<file path="src/rtl/triangle_min_path_sum_macros.svh">
// Assertion macros for the triangle minimum path sum RTL.
`ifndef TRIANGLE_MIN_PATH_SUM_MACROS_SVH
`define TRIANGLE_MIN_PATH_SUM_MACROS_SVH

// Same-cycle implication, disabled during reset.
`define TMPS_ASSERT_NOW(label, clk, rst_n, a, b) \
  label: assert property (@(posedge clk) disable iff (!rst_n) (a) |-> (b)) \
    else $error("tmps assertion failed");

// Next-cycle implication, disabled during reset.
`define TMPS_ASSERT_NEXT(label, clk, rst_n, a, b) \
  label: assert property (@(posedge clk) disable iff (!rst_n) (a) |=> (b)) \
    else $error("tmps assertion failed");

`endif

</file>
<file path="src/rtl/tmps_pkg.sv">
// Package: sizes, the queued operation type and the sum_min helper for the path sum block.
package tmps_pkg;

  localparam int MAX_ROWS      = 256;
  localparam int ELEMENT_WIDTH = 16;
  localparam int SUM_W         = 24;
  localparam int CFG_W         = 9;

  localparam int COL_W = (MAX_ROWS > 1) ? $clog2(MAX_ROWS) : 1;
  localparam int CNT_W = $clog2(MAX_ROWS + 1);
  localparam int RW    = (CFG_W > CNT_W) ? CFG_W : CNT_W;

  localparam logic [SUM_W-1:0] SUM_MAX = {1'b0, {(SUM_W-1){1'b1}}};

  typedef logic [SUM_W-1:0] sum_t;
  typedef logic [COL_W-1:0] col_t;

  // One classified element on its way from the front to the back.
  typedef struct packed {
    sum_t elem;
    col_t col;
    logic first_row;
    logic first_col;
    logic last_col;
    logic last_row;
  } op_t;

  // Smaller of two sums, compared as two's complement; ties keep a.
  function automatic sum_t sum_min(input sum_t a, input sum_t b);
    return ($signed(a) <= $signed(b)) ? a : b;
  endfunction

endpackage

</file>
<file path="src/rtl/tmps_queue.sv">
// Two-entry queue of classified operations between front and back.
module tmps_queue import tmps_pkg::*; (
  input  logic clk,
  input  logic rst_n,
  input  logic push,
  input  op_t  push_op,
  output logic full,
  input  logic pop,
  output logic valid,
  output op_t  pop_op
);

  op_t        ent_r [2];
  logic       wr_ptr_r, wr_ptr_nxt;
  logic       rd_ptr_r, rd_ptr_nxt;
  logic [1:0] cnt_r, cnt_nxt;

  assign full   = (cnt_r == 2'd2);
  assign valid  = (cnt_r != 2'd0);
  assign pop_op = ent_r[rd_ptr_r];

  always_comb begin
    wr_ptr_nxt = push ? ~wr_ptr_r : wr_ptr_r;
    rd_ptr_nxt = pop ? ~rd_ptr_r : rd_ptr_r;
    cnt_nxt    = cnt_r + {1'b0, push} - {1'b0, pop};
  end

  always_ff @(posedge clk) begin
    if (!rst_n) begin
      wr_ptr_r <= 1'b0;
      rd_ptr_r <= 1'b0;
      cnt_r    <= 2'd0;
    end else begin
      wr_ptr_r <= wr_ptr_nxt;
      rd_ptr_r <= rd_ptr_nxt;
      cnt_r    <= cnt_nxt;
    end
  end

  always_ff @(posedge clk) begin
    if (push) begin
      ent_r[wr_ptr_r] <= push_op;
    end
  end

endmodule

</file>
<file path="config.mk">
export PLATFORM = sky130hd
export DESIGN_NAME = tmps_queue
export DESIGN_NICKNAME = d
export VERILOG_FILES = /design/src/rtl/triangle_min_path_sum_macros.svh /design/src/rtl/tmps_pkg.sv /design/src/rtl/tmps_queue.sv
export SDC_FILE = /design/constraint.sdc
export NUM_CORES = 1
export LEC_CHECK = 0
export BUFFER_PORTS_ARGS = -buffer_cell sky130_fd_sc_hd__buf_2
export CORE_MARGIN = 4
export CORE_UTILIZATION = 52
export CTS_CLUSTER_DIAMETER = 30
export DETAILED_ROUTE_END_ITERATION = 10
export HOLD_SLACK_MARGIN = 0.08
export PLACE_DENSITY = 0.9
export SLEW_MARGIN = 20
export SYNTH_ARGS = -nofsm -noshare
export SYNTH_HDL_FRONTEND = slang
export SYNTH_SLANG_ARGS = --single-unit
</file>
<file path="constraint.sdc">
create_clock -name clk -period 3.45 [get_ports clk]
set_input_delay 0.5175 -clock clk [delete_from_list [all_inputs] [get_ports clk]]
set_output_delay 0.5175 -clock clk [all_outputs]
set_load 0.03 [all_outputs]
</file>
# Word-level counts from Yosys, hierarchy flattened
# Memories as Yosys holds them, arrays and structs flattened. A register that Yosys moved wholly into a read port is not among the register bits.
# Index checks and enable logic that the tools add are counted.
# totals
in_bits	40
regBits	4
n_memories	1
mem_bits_rw	72
latchBits	0
romBits	0
# classes
multipliers	0
addsub	2
n_reduce_logical	1
magnitude_cmp	0
bitwise_logic	2
n_shift	0
div	0
muxes	4
eq_ne	1
# mem_list
memory	depth	width	rd	rd_ports_with_merged_regs	wr	line	text
ent_r	2	36	1	1	1	tmps_queue.sv:13	op_t ent_r [2];
# ops
cell	count
$mux W1	4
$add A2 B1 Y2	1
$eq A2 B2 Y1 const B	1
$not A1 Y1	2
$reduce_bool A2 Y1	1
$sub A2 B1 Y2	1

# Depth between registers and ports, before layout
# Gate-level depths: netlist of the first run.
# logic_depth
word_depth	3
depth_mapped	6
mapped_depth_nobuf	6

# Worst setup path after synthesis of the first run
# Ideal clock, no wire load.
# synth_timing
kind	input-to-reg
startpoint	input port push
endpoint	memory ent_r[0][0] (netlist bit), enable pin
t_required_ns	3.015
path_slack_ns	0.848
cell_stages	1
arrival_ns	2.167
path_buffers	0
setup_ns	0.435
cell_sequence	nor2b_1
# synth_via
elab_chain_cells	2
# synth_rtl
item	line	text
start: declaration	tmps_queue.sv:5	input logic push,
$mux W1	tmps_queue.sv:41	if (push) begin
$mux W1 (not written as such)	tmps_queue.sv:42	ent_r[wr_ptr_r] <= push_op;
end: declaration	tmps_queue.sv:13	
# Every way passes these cells.

==> impl_metrics.env, run 1 <==
export IMPL_outcome="finished, final reports clean"
export IMPL_drv_cap=0
export IMPL_power_switching_mw=0.510
export IMPL_start_util_pct=53.8
export IMPL_grt_usage_pct=14.8
export IMPL_cp_arrival_ps=1840
export IMPL_diodes=0
export IMPL_portBuffers=77
export IMPL_final_hold_violation_count=0
export IMPL_final_area_mm2=0.00359
export IMPL_fmax_mhz=425
export IMPL_overflow=0
export IMPL_timing_final_crit_period_ps=2350
export IMPL_synth_cell_types=14
export IMPL_path_class="flip-flop to output port"
export IMPL_drt_iter0_drc=57
export IMPL_p_comb_share_pct=15.9
export IMPL_synth_edff_count=72
export IMPL_die_h_um=83.7
export IMPL_vias=1437
export IMPL_grt_pass1_vias=1527
export IMPL_end_kind="output port"
export IMPL_setup_viol=0
export IMPL_netlist_area_mm2=0.00298
export IMPL_finalNetCount=261
export IMPL_pwr_share_seq_pct=53.8
export IMPL_yosysTopAreaCellShare_pct=72.6
export IMPL_pwr_share_clk_pct=30.3
export IMPL_cp_start_kind="flip-flop"
export IMPL_viasPerCell=4.87
export IMPL_yosysWarnings=0
export IMPL_dp_slack_ps=1460
export IMPL_antenna_found_initial=0
export IMPL_synthFlopType="edfxtp_1"
export IMPL_maxSlewViolCount=0
export IMPL_ys_ff_latch=77
export IMPL_p_sw_share_pct=24.9
export IMPL_relSlewSlack_pct=30.6
export IMPL_yosys_top_cells_area="edfxtp_1 73%, mux2_4 15%, dfxtp_1 3.4%"
export IMPL_power_total_mw=2.05
export IMPL_place_inst=280
export IMPL_coreArea_mm2=0.00554
export IMPL_worstMarginPinSlew_ps=1040
export IMPL_cts_sinks=77
export IMPL_fin_cells=295
export IMPL_cts_setup_buffers=0
export IMPL_skew_ps=4.53
export IMPL_placed_cell_area_mm2=0.00341
export IMPL_cp_max_fo=15
export IMPL_cts_repair_resized=0
export IMPL_root_buffer="clkbuf_8"
export IMPL_mappedNetlistNets=175
export IMPL_hold_path_class="input port to flip-flop"
export IMPL_drcViolationCount=0
export IMPL_grt_first_pass_wirelength_um=7620
export IMPL_ant_nets=0
export IMPL_cts_tree="yes"
export IMPL_synth_seq_area_share_pct=75.9
export IMPL_internal_power_mw=1.54
export IMPL_wl_um=4930
export IMPL_rsz0062_at_grt="no"
export IMPL_holdBufCountCts=0
export IMPL_power_density_mw_per_mm2=571
export IMPL_yosysTopAreaCell="edfxtp_1"
export IMPL_drive_gt1_share_pct=58.7
export IMPL_numCtsBuffers=9
export IMPL_hpwl_um=3430
export IMPL_leakage_nw=1.44
export IMPL_place_congestion=0.715
export IMPL_async_flop_share_pct=0
export IMPL_die_w_um=83.7
export IMPL_firstDrtPassIters=4
export IMPL_die_area_mm2=0.00700
export IMPL_syn_area_per_cell_um2=22.4
export IMPL_grt_max_degree=38
export IMPL_fin_ws_ps=1100
export IMPL_period_share_pct=68.2
export IMPL_clock_latency_ps=340
export IMPL_routedWlPerCell_um=16.7
export IMPL_synthCells=133
export IMPL_clk_path_buf_depth=2
export IMPL_fp_row_count=27
export IMPL_finalSetupTns_ps=0
export IMPL_design_portCount=78
export IMPL_synth_most_common_cell="edfxtp_1"
export IMPL_synthTopCellsByCount="72 x edfxtp_1, 30 x mux2_4, 6 x mux2_2, 5 x dfxtp_1"
export IMPL_synthToLayoutAreaGrowth_pct=20.4
export IMPL_worst_ep_required_time_ps=2930
export IMPL_cts_max_level=3
export IMPL_timing_hold_ws_ps=363
export IMPL_ir_worst_vdd_mv=0.305
export IMPL_final_util_pct=64.7
export IMPL_clk_pin_slew_ps=70
-- routing by layer --
| metal | track usage (%) | part of all wire [%] | vias to the layer above |
|---|---|---|---|
| met3 | 5.43 | 6.0 | 8 |
| met2 | 24.7 | 52 | 54 |
| met5 | 0 | 0 | - |
| met4 | 8.77 | 2.3 | 0 |
| li1 | - | - | 683 |
| met1 | 16.1 | 40 | 692 |
-- logic make-up after synthesis --
group,share of synthesized area (%)
adder cells (fa/ha/maj),0.840
AO/OA/AOI/OAI,0.252
flip-flops,75.9
XOR/XNOR,1.05
AND/OR/NAND/NOR,1.89
multiplexers,17.4
buffers and inverters,2.65
-- layout make-up --
class                   instances  area (um2)
well taps                      72        90.1
multi-input cells              50         647
clock buffers                   9         124
inverters                       2        7.51
fillers                       394        1950
clock inverters                 6        55.1
flip-flops and latches         77        2260
repair buffers                 79         400
-- critical path, cell delays in order, from the launching register on --
cell     delay [ps]
dfxtp_2         600
buf_4           350
mux2_2          370
buf_2           170
-- final timing paths --
kind                                   from            to  slack, ps  cells past startpoint
worst max-delay path              flip-flop     pop_op[1]       1100                      3
worst min-delay path            push_op[22]  ent_r[1][22]        360                      1
worst max register to register     wr_ptr_r   ent_r[0][1]       1900                      1
worst min register to register     rd_ptr_r     flip-flop        590                      2
-- cell usage in the layout, fill, tap and decap left out --
master and instances:
and2_1 3, and2_2 1, buf_2 77, buf_4 2, bufinv_16 1, clkbuf_8 9, clkinv_1 3, clkinv_2 1
clkinv_4 1, dfxtp_1 4, dfxtp_2 1, edfxtp_1 72, ha_1 2, inv_1 2, mux2_2 6, mux2_4 30
nor2b_1 3, nor2b_4 1, o21a_1 1, or2_2 1, xnor3_1 1, xor2_1 1
-- state kept, by name, summed over array words and instances, names as in the netlist, named ones only --
signal    count
wr_ptr_r      1
rd_ptr_r      1
ent_r        72
cnt_r         2
-- power by group through the flow --
stage	Combinational [mW]	Sequential (mW)	Clock, mW
after floorplan	0.259	1.11	0
after global placement	0.321	1.12	0
after detailed placement	0.329	1.13	0
after CTS	0.331	1.10	0.637
after global routing	0.345	1.11	0.675
final	0.325	1.10	0.621
Power figures use the tool's default switching activity.
==> inputs of run 2 (changes only) <==
- CORE_UTILIZATION: 52 -> 47
- PLACE_DENSITY: 0.9 -> 0.86
- clock period: 3.45 -> 2.1 ns (I/O delays scaled with it)
==> impl_metrics.env, run 2 (same netlist as run 1, synthesis figures left out) <==
export IMPL_outcome="finished, final reports clean"
export IMPL_largest_reg_flops=72
export IMPL_antenna_found_initial=0
export IMPL_maxSlewViolCount=0
export IMPL_drt_iter0_drc=98
export IMPL_period_share_pct=86.6
export IMPL_end_kind="output port"
export IMPL_fp_row_count=28
export IMPL_cp_start_kind="flip-flop"
export IMPL_cp_max_fo=13
export IMPL_root_buffer="clkbuf_8"
export IMPL_cts_repair_resized=0
export IMPL_worstMarginPinSlew_ps=439
export IMPL_finalSetupTns_ps=0
export IMPL_min_to="ent_r[0][0]"
export IMPL_die_h_um=87.6
export IMPL_cts_setup_buffers=0
export IMPL_timing_rr_start="wr_ptr_r"
export IMPL_cts_max_level=3
export IMPL_dp_slack_ps=626
export IMPL_ant_nets=0
export IMPL_mostFrequentLayoutCells="77 x buf_2, 72 x edfxtp_1, 30 x mux2_4"
export IMPL_numCtsBuffers=9
export IMPL_ir_worst_vdd_mv=0.583
export IMPL_finalNetCount=263
export IMPL_cp_arrival_ps=1500
export IMPL_worst_ep_required_time_ps=1780
export IMPL_routedWlPerCell_um=16.1
export IMPL_place_congestion=0.691
export IMPL_leakage_nw=1.47
export IMPL_r2r_worst_path_cells=2
export IMPL_regMostFlops="ent_r"
export IMPL_cts_tree="yes"
export IMPL_timing_final_crit_period_ps=1820
export IMPL_hold_path_class="input port to flip-flop"
export IMPL_portBuffers=77
export IMPL_coreArea_mm2=0.00603
export IMPL_grt_first_pass_wirelength_um=7620
export IMPL_wl_um=4840
export IMPL_viasPerCell=4.84
export IMPL_min_from="push_op[0]"
export IMPL_ff2ff_setup_slack_ps=730
export IMPL_die_area_mm2=0.00768
export IMPL_drcViolationCount=0
export IMPL_firstDrtPassIters=4
export IMPL_clock_latency_ps=330
export IMPL_clk_pin_slew_ps=70
export IMPL_skew_ps=5.31
export IMPL_cts_sinks=77
export IMPL_drive_gt1_share_pct=58.8
export IMPL_start_util_pct=49.4
export IMPL_hpwl_um=3460
export IMPL_diodes=0
export IMPL_synthToLayoutAreaGrowth_pct=23.2
export IMPL_die_w_um=87.6
export IMPL_grt_max_degree=25
export IMPL_path_class="flip-flop to output port"
export IMPL_power_density_mw_per_mm2=956
export IMPL_final_util_pct=60.9
export IMPL_holdBufCountCts=0
export IMPL_rsz0062_at_grt="no"
export IMPL_whs_path_depth=1
export IMPL_design_portCount=78
export IMPL_setup_viol=0
export IMPL_grt_usage_pct=13.6
export IMPL_grt_pass1_vias=1606
export IMPL_fin_ws_ps=281
export IMPL_vias=1458
export IMPL_drv_cap=0
export IMPL_top_regs="ent_r (72), cnt_r (2)"
export IMPL_clk_path_buf_depth=2
export IMPL_overflow=0
export IMPL_relSlewSlack_pct=70.7
export IMPL_final_common_cell="buf_2"
export IMPL_final_hold_violation_count=0
export IMPL_fmax_mhz=550
export IMPL_r2r_end="ent_r[1][28]"
-- run 2: changes by cell type in the layout (fill, tap and decap cells not counted), sizes merged --
cell      delta
bufinv       +1
clkbuf       +2
clkinv       -3
buf          +2
clkinvlp     +1
-- run 2: critical path, stage by stage, from the launching register on --
cell and delay (ps):
dfxtp_2 360, buf_4 260, mux2_2 370, buf_2 180
-- run 2: how the worst max path moves through the flow --
stage	endpoint	slack (ps)	depth (start not counted)
after floorplan	ent_r[0][0]	380	1
after global placement	ent_r[0][9]	650	3
after detailed placement	pop_op[4]	630	3
after CTS	pop_op[4]	240	3
after global routing	pop_op[4]	210	3
final	pop_op[0]	280	3
-- run 2: power breakdown --
| group | switching, mW | internal (mW) | total [mW] |
|---|---|---|---|
| sequential | 0.0284 | 1.77 | 1.80 |
| combinational | 0.322 | 0.241 | 0.563 |
| clock | 0.484 | 0.662 | 1.15 |
| total | 0.834 | 2.67 | 3.51 |
-- run 2: layer usage --
metal / global-route usage, % / share of wire, % / vias up
met1: 15.1 / 37 / 714
met4: 6.28 / 0.81 / 0
met5: 0 / 0 / -
met3: 3.95 / 6.7 / 6
met2: 24.0 / 55 / 51
li1: - / - / 687
-- run 2: final cells by class --
cell class | count | area [um2]
fill | 471 | 2350
sequential | 77 | 2260
clock buffer | 11 | 131
timing repair buffer | 81 | 453
inverter | 2 | 7.51
tap | 75 | 93.8
multi-input combinational | 50 | 647
clock inverter | 5 | 75.1
-- run 2: through the flow --
| step | instances | total power [mW] | hold WS (ps) | area [um2] |
|---|---|---|---|---|
| after floorplan | 133 | 2.25 | 414 | 2980 |
| after global placement | 285 | 2.39 | 503 | 3460 |
| after detailed placement | 285 | 2.41 | 507 | 3460 |
| after CTS | 301 | 3.56 | 146 | 3670 |
| after global routing | 301 | 3.66 | 150 | 3670 |
| final | 301 | 3.51 | 164 | 3670 |
