## config.mk

```make
export PLATFORM = sky130hd
export DESIGN_NAME = tmps_front_flat
export DESIGN_NICKNAME = d
export VERILOG_FILES = /design/src/rtl/triangle_min_path_sum_macros.svh /design/src/rtl/tmps_pkg.sv /design/src/rtl/tmps_elem_if.sv /design/src/rtl/tmps_front.sv /design/src/flat_wrapper.sv
export SDC_FILE = /design/constraint.sdc
export NUM_CORES = 1
export LEC_CHECK = 0
export BUFFER_PORTS_ARGS = -buffer_cell sky130_fd_sc_hd__buf_2
export CAP_MARGIN = 20
export CORE_ASPECT_RATIO = 1.25
export CORE_MARGIN = 3
export CORE_UTILIZATION = 44
export DETAILED_ROUTE_END_ITERATION = 6
export GPL_ROUTABILITY_DRIVEN = 1
export PLACE_DENSITY = 0.74
export SETUP_SLACK_MARGIN = 0.4
export SLEW_MARGIN = 30
export SYNTH_ARGS = -nofsm -noshare
export SYNTH_HDL_FRONTEND = slang
export SYNTH_SLANG_ARGS = --single-unit
```

## constraint.sdc

```tcl
create_clock -name clk -period 2.74 [get_ports clk]
set_clock_uncertainty 0.2 [all_clocks]
set_input_delay 0.548 -clock clk [delete_from_list [all_inputs] [get_ports clk]]
set_output_delay 0.548 -clock clk [all_outputs]
set_load 0.02 [all_outputs]
```

## src/rtl/triangle_min_path_sum_macros.svh

```systemverilog
// Assertion macros for the triangle minimum path sum RTL.
`ifndef TRIANGLE_MIN_PATH_SUM_MACROS_SVH
`define TRIANGLE_MIN_PATH_SUM_MACROS_SVH

// Same-cycle implication, disabled during reset.
`define TMPS_ASSERT_NOW(label, clk, rst_n, a, b) \
  label: assert property (@(posedge clk) disable iff (!rst_n) (a) |-> (b)) \
    else $error("tmps assertion failed");

// Next-cycle implication, disabled during reset.
`define TMPS_ASSERT_NEXT(label, clk, rst_n, a, b) \
  label: assert property (@(posedge clk) disable iff (!rst_n) (a) |=> (b)) \
    else $error("tmps assertion failed");

`endif

```

## src/rtl/tmps_pkg.sv

```systemverilog
// Package: sizes, the queued operation type and the sum_min helper for the path sum block.
package tmps_pkg;

  localparam int MAX_ROWS      = 256;
  localparam int ELEMENT_WIDTH = 16;
  localparam int SUM_W         = 24;
  localparam int CFG_W         = 9;

  localparam int COL_W = (MAX_ROWS > 1) ? $clog2(MAX_ROWS) : 1;
  localparam int CNT_W = $clog2(MAX_ROWS + 1);
  localparam int RW    = (CFG_W > CNT_W) ? CFG_W : CNT_W;

  localparam logic [SUM_W-1:0] SUM_MAX = {1'b0, {(SUM_W-1){1'b1}}};

  typedef logic [SUM_W-1:0] sum_t;
  typedef logic [COL_W-1:0] col_t;

  // One classified element on its way from the front to the back.
  typedef struct packed {
    sum_t elem;
    col_t col;
    logic first_row;
    logic first_col;
    logic last_col;
    logic last_row;
  } op_t;

  // Smaller of two sums, compared as two's complement; ties keep a.
  function automatic sum_t sum_min(input sum_t a, input sum_t b);
    return ($signed(a) <= $signed(b)) ? a : b;
  endfunction

endpackage

```

## src/rtl/tmps_elem_if.sv

```systemverilog
// Element channel: valid/ready handshake carrying one triangle element.
interface tmps_elem_if import tmps_pkg::*; ();
  logic                            valid;
  logic                            ready;
  logic signed [ELEMENT_WIDTH-1:0] element_value;

  modport source (output valid, output element_value, input ready);
  modport sink   (input valid, input element_value, output ready);
endinterface

```

## src/rtl/tmps_front.sv

```systemverilog
// Front: row count register, row/column tracking and classification of each element.
module tmps_front import tmps_pkg::*; (
  input  logic             clk,
  input  logic             rst_n,
  input  logic             cfg_we,
  input  logic [CFG_W-1:0] cfg_row_count,
  tmps_elem_if.sink        in_chan,
  input  logic             q_full,
  output logic             q_push,
  output op_t              q_op
);

  logic [CFG_W-1:0] row_count_r;
  col_t             row_r, row_nxt;
  col_t             col_r, col_nxt;
  logic [RW-1:0]    cfg_ext, eff_rows, row_plus;
  logic signed [31:0] elem32;
  logic             acc;

  assign in_chan.ready = !q_full;
  assign acc           = in_chan.valid && !q_full;
  assign q_push        = acc;

  always_comb begin
    cfg_ext = RW'(row_count_r);
    if (cfg_ext == '0) begin
      eff_rows = RW'(1);
    end else if (cfg_ext > RW'(MAX_ROWS)) begin
      eff_rows = RW'(MAX_ROWS);
    end else begin
      eff_rows = cfg_ext;
    end
    row_plus = RW'(row_r) + RW'(1);
    elem32   = 32'(in_chan.element_value);

    q_op.elem      = elem32[SUM_W-1:0];
    q_op.col       = col_r;
    q_op.first_row = (row_r == '0);
    q_op.first_col = (col_r == '0);
    q_op.last_col  = (col_r == row_r);
    q_op.last_row  = (row_plus >= eff_rows);
  end

  always_comb begin
    row_nxt = row_r;
    col_nxt = col_r;
    if (acc) begin
      if (q_op.last_col) begin
        col_nxt = '0;
        row_nxt = q_op.last_row ? '0 : row_r + col_t'(1);
      end else begin
        col_nxt = col_r + col_t'(1);
      end
    end
  end

  always_ff @(posedge clk) begin
    if (!rst_n) begin
      row_count_r <= CFG_W'(1);
      row_r       <= '0;
      col_r       <= '0;
    end else begin
      if (cfg_we) begin
        row_count_r <= cfg_row_count;
      end
      row_r <= row_nxt;
      col_r <= col_nxt;
    end
  end

endmodule

```

## src/flat_wrapper.sv

```systemverilog
// flat-port wrapper written by rule: the top's interface ports become plain ports
module tmps_front_flat import tmps_pkg::*;
  (clk, rst_n, cfg_we, cfg_row_count, q_full, q_push, q_op, in_chan_valid, in_chan_element_value, in_chan_ready);
  tmps_elem_if in_chan_i ();
  input  logic clk;
  input  logic rst_n;
  input  logic cfg_we;
  input  logic [CFG_W-1:0] cfg_row_count;
  input  logic q_full;
  output logic q_push;
  output op_t q_op;
  input wire logic [$bits(in_chan_i.valid)-1:0] in_chan_valid;
  input wire logic [$bits(in_chan_i.element_value)-1:0] in_chan_element_value;
  output wire logic [$bits(in_chan_i.ready)-1:0] in_chan_ready;
  assign in_chan_i.valid = in_chan_valid;
  assign in_chan_i.element_value = in_chan_element_value;
  assign in_chan_ready = in_chan_i.ready;
  tmps_front u_core (.clk(clk), .rst_n(rst_n), .cfg_we(cfg_we), .cfg_row_count(cfg_row_count), .in_chan(in_chan_i), .q_full(q_full), .q_push(q_push), .q_op(q_op));
endmodule
```

# [Word level (Yosys, flattened, before mapping)]
# Cells that the tools add are included.
[classes] order_cmp=2 addsub=3 reduce_logical=6 eq_ne=1 muxes=4
[ops] operator="$mux 9" n=2
[ops] operator="$add 8x1->8 const B" n=2
[ops] operator="$logic_not 8->1" n=2
[ops] operator="$mux 8" n=2
[ops] operator="$add 8x1->9 const B" n=1
[ops] operator="$ge 9x9->1" n=1
[ops] operator="$gt 9x9->1 const B" n=1
[ops] operator="$logic_not 9->1" n=1
[ops] operator="$eq 8x8->1" n=1
[ops] operator="$reduce_and 2->1" n=1
[ops] operator="$logic_and 1x1->1" n=1
[ops] operator="$logic_not 1->1" n=1
[totals] register_bits=25 output_inout_bits=38

# [Depth between registers and ports, before layout]
# Gate-level depths: netlist of the first run.
[logic_depth] depth_word=5 ltp_mapped=12 depth_no_buf=11

# [Worst setup path before layout of the first run]
# OpenSTA, ideal clock, no wires.
[synth_timing] path_type="register to output" start="register u_core.row_r[2]" end="output port q_op[0] (netlist name)" setup_slack_ps=-136 path_stages_with_launch=12 t_required_ps=1992 path_buffers=1 arrival_time_ps=2128 cell_sequence="dfxtp_1 buf_2 and3_1 nand3_1 nor2_1 xnor2_1 inv_1 ha_1 nand4_1 nor3_1 a211oi_4 inv_1"
[synth_lines] item="from (decl)" line_no="tmps_front.sv:14" rtl="col_t row_r, row_nxt;"
[synth_lines] item="from (signal assigned)" line_no="tmps_front.sv:66" rtl="row_r <= row_nxt;"
[synth_lines] item="to (decl)" line_no="flat_wrapper.sv:11" rtl="output op_t q_op;"

==> results of run 1 <==
## final cells by class
class / instances / area [um^2] / share of cell area
Tap cell: 54 / 67.6 / 0.0298
Inverter: 13 / 53.8 / 0.0238
Clock buffer: 3 / 41.3 / 0.0182
Clock inverter: 1 / 5.00 / 0.00221
Sequential cell: 25 / 520 / 0.230
Multi-Input combinational cell: 138 / 1220 / 0.540
Timing Repair Buffer: 53 / 353 / 0.156
## state kept, by name (all words and copies together) (netlist names)
name	count
u_core.cfg_ext	9
u_core.col_r	8
u_core.row_r	8
## synth_stat cells (2+ instances only)
master                      n
sky130_fd_sc_hd__buf_4     24
sky130_fd_sc_hd__xor2_1     7
sky130_fd_sc_hd__buf_2      2
sky130_fd_sc_hd__mux2i_1   10
sky130_fd_sc_hd__a21oi_1    5
sky130_fd_sc_hd__or2b_2     2
sky130_fd_sc_hd__o22ai_1    3
sky130_fd_sc_hd__clkbuf_1   2
sky130_fd_sc_hd__buf_6      4
sky130_fd_sc_hd__dfxtp_1   25
sky130_fd_sc_hd__nand2_1   16
sky130_fd_sc_hd__nand4_1    5
sky130_fd_sc_hd__xnor2_1   12
sky130_fd_sc_hd__nand3_1   11
sky130_fd_sc_hd__xnor2_2    2
sky130_fd_sc_hd__clkinv_1   2
sky130_fd_sc_hd__inv_1     11
sky130_fd_sc_hd__nor3_1     2
sky130_fd_sc_hd__nand3b_1   2
sky130_fd_sc_hd__nor4_1     3
sky130_fd_sc_hd__and3_1     3
sky130_fd_sc_hd__nor2_1    25
sky130_fd_sc_hd__ha_1      13
## worst max path at each step
stage | depth (start not counted) | endpoint | slack (ps) | start
finish | 9 | q_op[0] | -260 | u_core.cfg_ext[4]$_SDFFE_PN0P_
CTS | 10 | q_op[0] | -240 | u_core.row_r[0]$_SDFFE_PN0P_
detailed placement | 9 | q_op[0] | -20 | u_core.cfg_ext[4]$_SDFFE_PN0P_
global route | 10 | q_op[0] | -340 | u_core.row_r[1]$_SDFFE_PN0P_
floorplan | 11 | q_op[0] | 90 | u_core.row_r[2]$_SDFFE_PN0P_
global placement | 9 | q_op[0] | -40 | u_core.cfg_ext[4]$_SDFFE_PN0P_
## through the flow
step / cells / setup WS (ps) / area [um^2] / utilization
floorplan: 208 / 91.2 / 1860 / -
global placement: 267 / -44.0 / 1890 / 0.491
detailed placement: 267 / -21.3 / 1890 / 0.491
CTS: 280 / -237 / 2160 / 0.563
global route: 287 / -337 / 2260 / 0.589
finish: 287 / -258 / 2260 / 0.589
## per-layer routing
metal  share of wire  up-vias  wire, um
li1                -      732         -
met1            0.40      721      1670
met2            0.55       38      2310
met4           0.013        0        54
met3           0.042        7       176
met5               0        -         0
## critical path: cells and delay by family (launching register included)
kind | cells | cell delay [ps]
AND/OR/NAND/NOR | 3 | 610
AO/OA/AOI/OAI | 3 | 570
flip-flops | 1 | 350
adder cells (fa/ha/maj) | 1 | 250
buffers and inverters | 2 | 190
## report_power, final
group	internal (mW)	switching, mW	total [mW]
Combinational	0.133	0.146	0.279
Clock	0.102	0.122	0.224
Sequential	0.374	0.0123	0.386
Total	0.608	0.281	0.889
## cell families after synthesis
group | count (synthesis)
xor gates and xnor gates | 21
buffers and inverters | 45
and+or+nand+nor | 77
muxes | 10
AOI/OAI and AO/OA | 17
DFF | 25
adders and majority gates | 13
## repair_timing
| item | 4_1_cts | 5_1_grt |
|---|---|---|
| pin swaps | 17 | 11 |
| cloned | 0 | 0 |
| setup buffers | 9 | 7 |
| hold buffers | 0 | 0 |
| gates resized for setup | 35 | 12 |
| setup endpoints to repair | 10 | 20 |
==> results_tabular.tex, run 1 <==
\begin{tabular}{lr}
\hline
Metric & Value \\
\hline
\multicolumn{2}{l}{\textbf{Run status}} \\
Result of the run & finished with violations \\
Violated checks & negative setup slack \\
\multicolumn{2}{l}{\textbf{Floorplan}} \\
Die span in y & 77.3 um \\
Starting density of the core & 0.466 \\
Cell row count & 25 \\
Die width & 63.1 um \\
Area of the die & 4880 um\^{}2 \\
Number of I/O pins & 68 \\
Core footprint & 3850 um\^{}2 \\
\multicolumn{2}{l}{\textbf{Yosys}} \\
Share of synthesized area spent on multiplexers & 0.0559 \\
Simple-gate area share of the yosys netlist & 0.226 \\
Warning count from the yosys run & 0 \\
Post-synth EDFFs & 0 \\
Syn Std Cell Area & 1790 um\^{}2 \\
Gate count of the mapped netlist & 208 \\
Total of flip-flops plus latches after synthesis & 25 \\
Biggest area contributors in the synthesized netlist & sky130\_fd\_sc\_hd\_\_dfxtp\_1 (28\%), sky130\_fd\_sc\_hd\_\_buf\_4 (10\%), sky130\_fd\_sc\_hd\_\_ha\_1 (9.1\%), sky130\_fd\_sc\_hd\_\_xnor2\_1 (5.9\%), sky130\_fd\_sc\_hd\_\_mux2i\_1 (5.6\%) \\
Synthesized-area fraction occupied by adder cells & 0.0908 \\
Library cell occupying the most area in the post-synthesis netlist & sky130\_fd\_sc\_hd\_\_dfxtp\_1 \\
FFs w/ async S/R, synth & 0 \\
Top-area cell type share of the netlist area & 0.279 \\
Total nets after synthesis & 251 \\
Compound-gate portion of the synthesized area & 0.0747 \\
Post-synthesis average cell area & 8.61 um\^{}2 \\
Share of the synthesized netlist area taken by xor and xnor gates & 0.111 \\
Prevailing post-synth register cell & sky130\_fd\_sc\_hd\_\_dfxtp\_1 \\
Dominant combinational cell family by area after synthesis & simple AND/OR/NAND/NOR gates \\
Unique cell type count in the Yosys netlist & 40 \\
Sequential area share after synthesis & 0.279 \\
\multicolumn{2}{l}{\textbf{Clock network}} \\
Insertion delay of the later-clocked pin in the worst-skew pair & 270 ps \\
CTS tree & yes \\
Number of levels the H-tree was split into & 1 \\
Clock buffer count from CTS & 3 \\
Clock root buffer & sky130\_fd\_sc\_hd\_\_clkbuf\_8 \\
Clock Path Buffers & 2 \\
Clock net sink count & 25 \\
Clk pin slew, worst setup/hold paths & 90 ps \\
\multicolumn{2}{l}{\textbf{Cells and area}} \\
Fill cell count & 350 \\
Number of inserted diodes & 0 \\
Layout cell share with drive strength beyond 1 & 0.451 \\
Synthesis-to-finish area growth & 26.4\% \\
Commonest cells after routing, fill and taps aside & sky130\_fd\_sc\_hd\_\_buf\_4 (26), sky130\_fd\_sc\_hd\_\_buf\_2 (24), sky130\_fd\_sc\_hd\_\_nor2\_1 (23), sky130\_fd\_sc\_hd\_\_dfxtp\_1 (19), sky130\_fd\_sc\_hd\_\_nand2\_1 (15) \\
Total number of nets in the final design & 277 \\
Most common cell after layout, fill and taps aside & sky130\_fd\_sc\_hd\_\_buf\_4 \\
\multicolumn{2}{l}{\textbf{Critical path}} \\
Nature of the critical path endpoint & output pin \\
Cell-by-cell listing of the critical path & nor4\_2 -> a21oi\_1 -> nor2\_1 -> ha\_1 -> nand2b\_1 -> a41o\_1 -> a211oi\_4 -> inv\_2 -> buf\_6 \\
Critical path peak fanout & 3 \\
R2r worst-path depth & 12 \\
Crit Reg-Reg Startpoint & u\_core.cfg\_ext[4]\$\_SDFFE\_PN0P\_ \\
R2R setup slack & 60 ps \\
Crit path DAT & 2250 ps \\
Slowest cell on the critical path & sky130\_fd\_sc\_hd\_\_dfxtp\_1 \\
Critical path start-end classification & reg2out \\
Largest stage delay on the critical path & 350 ps \\
Terminus of the critical flop-to-flop path & u\_core.row\_r[4]\$\_SDFFE\_PN0P\_ \\
Critical path required time & 1990 ps \\
Critical path startpoint category & flop \\
\multicolumn{2}{l}{\textbf{Min path}} \\
Number of stages on the worst hold path & 3 \\
Hold path startpoint & cfg\_row\_count[0] \\
Tightest Hold Check Type & in2reg \\
Terminating pin of the worst hold path & u\_core.cfg\_ext[0]\$\_SDFFE\_PN1P\_ \\
\multicolumn{2}{l}{\textbf{Detailed routing}} \\
DR iter-0 viols & 73 \\
Via density & 5.22 \\
Drt wl/cell & 14.7 um \\
1st-pass router iterations & 4 \\
Number of design rule violations left after detail routing & 0 \\
Detailed Route WL & 4.21 mm \\
Vias & 1498 \\
Post-detailed-route count of antenna-violating nets & 0 \\
\multicolumn{2}{l}{\textbf{Global routing}} \\
Global-route wire length before repair & 6.90 mm \\
Antenna violations before repair & 0 \\
Via count of the first global-routing pass & 1520 \\
M1 GR Usage & 0.190 \\
Layer with the highest usage after global routing & met2 \\
Global-route usage over all layers & 0.175 \\
Pin count of the biggest net entering global routing & 15 \\
Fraction of met3 tracks used by global routing & 0.0275 \\
Met2 global-route usage & 0.328 \\
Overflow left after global routing & 0 \\
\multicolumn{2}{l}{\textbf{Pwr}} \\
Power consumption & 0.889 mW \\
Leakage component of the power & 0.966 nW \\
Worst ir drop on vdd & 0.216 mV \\
Cell area power density & 392 nW/um\^{}2 \\
\multicolumn{2}{l}{\textbf{Timing}} \\
Max-Slew Margin vs Limit & 0.758 \\
Count of pins over their slew limit & 0 \\
Min Clock Period, post-route & 3000 ps \\
Final setup violation count & 1 \\
Sum of negative setup slack & -258 ps \\
RSZ-0062 raised after global routing & true \\
Worst hold slack & 290 ps \\
Portion of the clock cycle consumed by the worst path in the final layout & 1.09 \\
Slew at the pin with the worst max-slew slack & 362 ps \\
Fmax & 334 MHz \\
Number of hold violations in the final report & 0 \\
Setup ws final & -258 ps \\
\multicolumn{2}{l}{\textbf{Placement}} \\
Detailed-placement wirelength estimate & 2.84 mm \\
I/O Buffers & 27 \\
Final Wtd Congestion & 0.808 \\
\multicolumn{2}{l}{\textbf{Flow run}} \\
Maximum capacitance violations & 0 \\
\hline
\end{tabular}
(Power assumes the default switching activity.)
==> run 2: changes to the inputs <==
Settings changed: CORE_UTILIZATION 44 to 30, GPL_ROUTABILITY_DRIVEN 1 to default, PLACE_DENSITY 0.74 to 0.53.
==> run 2 against run 1 <==
The run still ends with negative setup slack left. Via count shrank 5.0%. Clock power up 2%. Routed wire length fell by 4.8%. Maximum frequency is 0.93% higher. Design area down 4.9%. Register-to-register slack gained 110 ps. Final cell count rose by 1.0%. Total power is 3.8% lower. Largest cell class unchanged. First-iteration DRC count shrank 71%.
==> results_tabular.tex, run 2 (synthesized netlist as in run 1, its figures left out) <==
\begin{tabular}{lr}
\hline
Metric & Value \\
\hline
\multicolumn{2}{l}{\textbf{Critical path}} \\
R2r worst-path depth & 9 (-3) \\
R2R setup slack & 170 ps (+110 ps) \\
Crit path max-delay family & adder cells \\
Terminus of the critical flop-to-flop path & u\_core.row\_r[4]\$\_SDFFE\_PN0P\_ \\
Crit Reg-Reg Startpoint & u\_core.row\_r[0]\$\_SDFFE\_PN0P\_ \\
Critical path start-end classification & reg2out \\
Cell-by-cell listing of the critical path & buf\_4 -> inv\_1 -> ha\_1 -> ha\_1 -> a41o\_1 -> a211oi\_4 -> inv\_2 -> buf\_6 \\
Critical path startpoint category & flop \\
Nature of the critical path endpoint & output pin \\
Critical path required time & 1990 ps (about the same) \\
Critical path buffer and inverter count & 4 (+2) \\
Cell with the most instances on the worst path & sky130\_fd\_sc\_hd\_\_ha\_1 \\
Crit path DAT & 2220 ps (-30 ps) \\
Largest stage delay on the critical path & 380 ps (+30 ps) \\
Critical path peak fanout & 4 (+1) \\
Slowest cell on the critical path & sky130\_fd\_sc\_hd\_\_dfxtp\_4 \\
\multicolumn{2}{l}{\textbf{Global routing}} \\
Met2 global-route usage & 0.205 (-0.123) \\
Global-route usage over all layers & 0.117 (-0.0575) \\
Layer with the highest usage after global routing & met2 \\
Antenna violations before repair & 0 (unchanged) \\
Overflow left after global routing & 0 (unchanged) \\
M1 GR Usage & 0.146 (-0.0444) \\
Fraction of met3 tracks used by global routing & 0.0206 (-0.00687) \\
Via count of the first global-routing pass & 1357 (-11\%) \\
Global-route wire length before repair & 6.44 mm (-6.6\%) \\
Pin count of the biggest net entering global routing & 16 (+1) \\
\multicolumn{2}{l}{\textbf{Floorplan}} \\
Die width & 75.1 um (+19\%) \\
Cell row count & 30 (+20\%) \\
Die span in y & 92.4 um (+19\%) \\
Starting density of the core & 0.320 (-0.145) \\
Core footprint & 5590 um\^{}2 (+45\%) \\
Area of the die & 6940 um\^{}2 (+42\%) \\
Number of I/O pins & 68 (unchanged) \\
\multicolumn{2}{l}{\textbf{Pwr}} \\
Net switching power of the design & 0.266 mW (-5.3\%) \\
Leakage component of the power & 0.915 nW (-5.3\%) \\
Portion of total power attributed to the clock network & 0.268 (+0.016) \\
Combinational fraction of design power & 0.279 (-0.034) \\
Worst ir drop on vdd & 0.222 mV (+2.6\%) \\
Cell internal pwr & 0.589 mW (-3.2\%) \\
Cell area power density & 397 nW/um\^{}2 (+1.1\%) \\
Portion of total power attributed to sequential cells & 0.453 (+0.019) \\
Switching share of power & 0.311 (-0.00474) \\
\multicolumn{2}{l}{\textbf{Clock network}} \\
Insertion delay of the later-clocked pin in the worst-skew pair & 270 ps (about the same) \\
Clock Path Buffers & 2 (unchanged) \\
Hold-fix buffers, CTS & 0 (unchanged) \\
Clock net sink count & 25 (unchanged) \\
Number of levels the H-tree was split into & 1 (unchanged) \\
CTS tree & yes \\
Clock buffer count from CTS & 3 (unchanged) \\
Clk pin slew, worst setup/hold paths & 100 ps (about the same) \\
Clock root buffer & sky130\_fd\_sc\_hd\_\_clkbuf\_8 \\
\multicolumn{2}{l}{\textbf{Placement}} \\
Final Wtd Congestion & 0.757 (-6.3\%) \\
Post-Place Cell Area & 1930 um\^{}2 (+1.9\%) \\
Pre-CTS worst setup slack & -102 ps (-80.3 ps) \\
Detailed-placement wirelength estimate & 2.97 mm (+4.6\%) \\
Post-Place Cells & 280 (+4.9\%) \\
I/O Buffers & 27 (unchanged) \\
\multicolumn{2}{l}{\textbf{Run status}} \\
Result of the run & finished with violations \\
Violated checks & negative setup slack \\
\multicolumn{2}{l}{\textbf{Cells and area}} \\
Post-route cell area & 2150 um\^{}2 (-4.9\%) \\
Number of inserted diodes & 0 (unchanged) \\
Flip-flop count of the largest register after layout & 9 (unchanged) \\
Fill cell count & 575 (+64\%) \\
Commonest cells after routing, fill and taps aside & sky130\_fd\_sc\_hd\_\_buf\_2 (24), sky130\_fd\_sc\_hd\_\_nor2\_1 (22), sky130\_fd\_sc\_hd\_\_buf\_4 (21), sky130\_fd\_sc\_hd\_\_nand2\_1 (16), sky130\_fd\_sc\_hd\_\_dfxtp\_1 (13) \\
Synthesis-to-finish area growth & 20.2\% \\
Most common cell after layout, fill and taps aside & sky130\_fd\_sc\_hd\_\_buf\_2 \\
Layout cell share with drive strength beyond 1 & 0.412 (-0.0391) \\
Total number of nets in the final design & 270 (-2.5\%) \\
Final Instance Count excl. Fillers & 290 (+1.0\%) \\
\multicolumn{2}{l}{\textbf{Detailed routing}} \\
DR iter-0 viols & 21 (-71\%) \\
Drt wl/cell & 13.8 um (-5.7\%) \\
Via density & 4.91 (-6.0\%) \\
Vias & 1423 (-5.0\%) \\
Number of design rule violations left after detail routing & 0 (unchanged) \\
1st-pass router iterations & 4 (unchanged) \\
Detailed Route WL & 4.01 mm (-4.8\%) \\
Post-detailed-route count of antenna-violating nets & 0 (unchanged) \\
\multicolumn{2}{l}{\textbf{Min path}} \\
Number of stages on the worst hold path & 2 (-1) \\
Hold path startpoint & u\_core.cfg\_ext[0]\$\_SDFFE\_PN1P\_ \\
Terminating pin of the worst hold path & u\_core.cfg\_ext[0]\$\_SDFFE\_PN1P\_ \\
Tightest Hold Check Type & reg2reg \\
\multicolumn{2}{l}{\textbf{Timing}} \\
Min Clock Period, post-route & 2970 ps (-27.5 ps) \\
Portion of the clock cycle consumed by the worst path in the final layout & 1.08 (-0.0100) \\
Count of pins over their slew limit & 0 (unchanged) \\
RSZ-0062 raised after global routing & true \\
Slew at the pin with the worst max-slew slack & 486 ps (+124 ps) \\
Max-Slew Margin vs Limit & 0.675 (-0.0838) \\
Number of hold violations in the final report & 0 (unchanged) \\
Setup ws final & -230 ps (+27.5 ps) \\
Final setup violation count & 1 (unchanged) \\
Fmax & 337 MHz (+0.93\%) \\
\multicolumn{2}{l}{\textbf{Flow run}} \\
Maximum capacitance violations & 0 (unchanged) \\
\hline
\end{tabular}
## run 2: cell count changes in the layout (fill, tap and decap cells not counted), moves of 3 or more
cell	previous run	this run
sky130_fd_sc_hd__a21oi_1	2	5
sky130_fd_sc_hd__a21oi_2	3	0
sky130_fd_sc_hd__buf_4	26	21
sky130_fd_sc_hd__dfxtp_1	19	13
sky130_fd_sc_hd__dfxtp_2	1	8
sky130_fd_sc_hd__nand3_1	6	9
## run 2: stage by stage
step / power (mW) / TNS (ps) / hold WS [ps] / util
2_1_floorplan: 0.585 / 0 / 242 / -
3_3_place_gp: 0.600 / -119 / 263 / 0.344
3_5_place_dp: 0.600 / -102 / 264 / 0.344
4_1_cts: 0.845 / -239 / 291 / 0.372
5_1_grt: 0.910 / -376 / 300 / 0.385
6_report: 0.855 / -230 / 288 / 0.385
## run 2: timing repair
action,in CTS,in global routing
resized for setup,19,17
endpoints found under the setup margin,10,12
buffers inserted,4,2
pin swaps,15,7
## run 2: routing by layer
metal,vias up,share of wire
met5,-,0
met1,677,0.44
met3,2,0.040
li1,719,-
met4,0,0.0047
met2,25,0.51
## run 2: power by group through the flow
stage / Clock (mW) / Combinational (mW) / Sequential (mW)
2_1_floorplan: 0 / 0.187 / 0.398
3_3_place_gp: 0 / 0.204 / 0.396
3_5_place_dp: 0 / 0.204 / 0.396
4_1_cts: 0.238 / 0.220 / 0.387
5_1_grt: 0.259 / 0.262 / 0.389
6_report: 0.229 / 0.239 / 0.387
## run 2: how the worst max path moves through the flow
stage                                    from      end  slack, ps  cells past startpoint
4_1_cts          u_core.row_r[0]$_SDFFE_PN0P_  q_op[0]       -240                     10
6_report         u_core.row_r[0]$_SDFFE_PN0P_  q_op[0]       -230                      8
2_1_floorplan    u_core.row_r[2]$_SDFFE_PN0P_  q_op[0]         90                     11
5_1_grt        u_core.cfg_ext[4]$_SDFFE_PN0P_  q_op[0]       -380                      9
3_5_place_dp   u_core.cfg_ext[4]$_SDFFE_PN0P_  q_op[0]       -100                      9
3_3_place_gp   u_core.cfg_ext[4]$_SDFFE_PN0P_  q_op[0]       -120                      9
## run 2: area by class of cell
class / instances / area, um^2 / area share
sequential: 25 / 526 / 0.244
multi-input combinational: 138 / 1160 / 0.538
timing repair buffer: 46 / 289 / 0.134
inverter: 13 / 51.3 / 0.0238
clock buffer: 3 / 41.3 / 0.0192
clock inverter: 1 / 7.51 / 0.00349
tap: 64 / 80.1 / 0.0372
## run 2: worst min-delay path: cells and delay by family (launching register included)
| kind | cells | cell delay, ps |
|---|---|---|
| DFF | 1 | 340 |
| and+or+nand+nor | 1 | 60 |
| muxes | 1 | 60 |
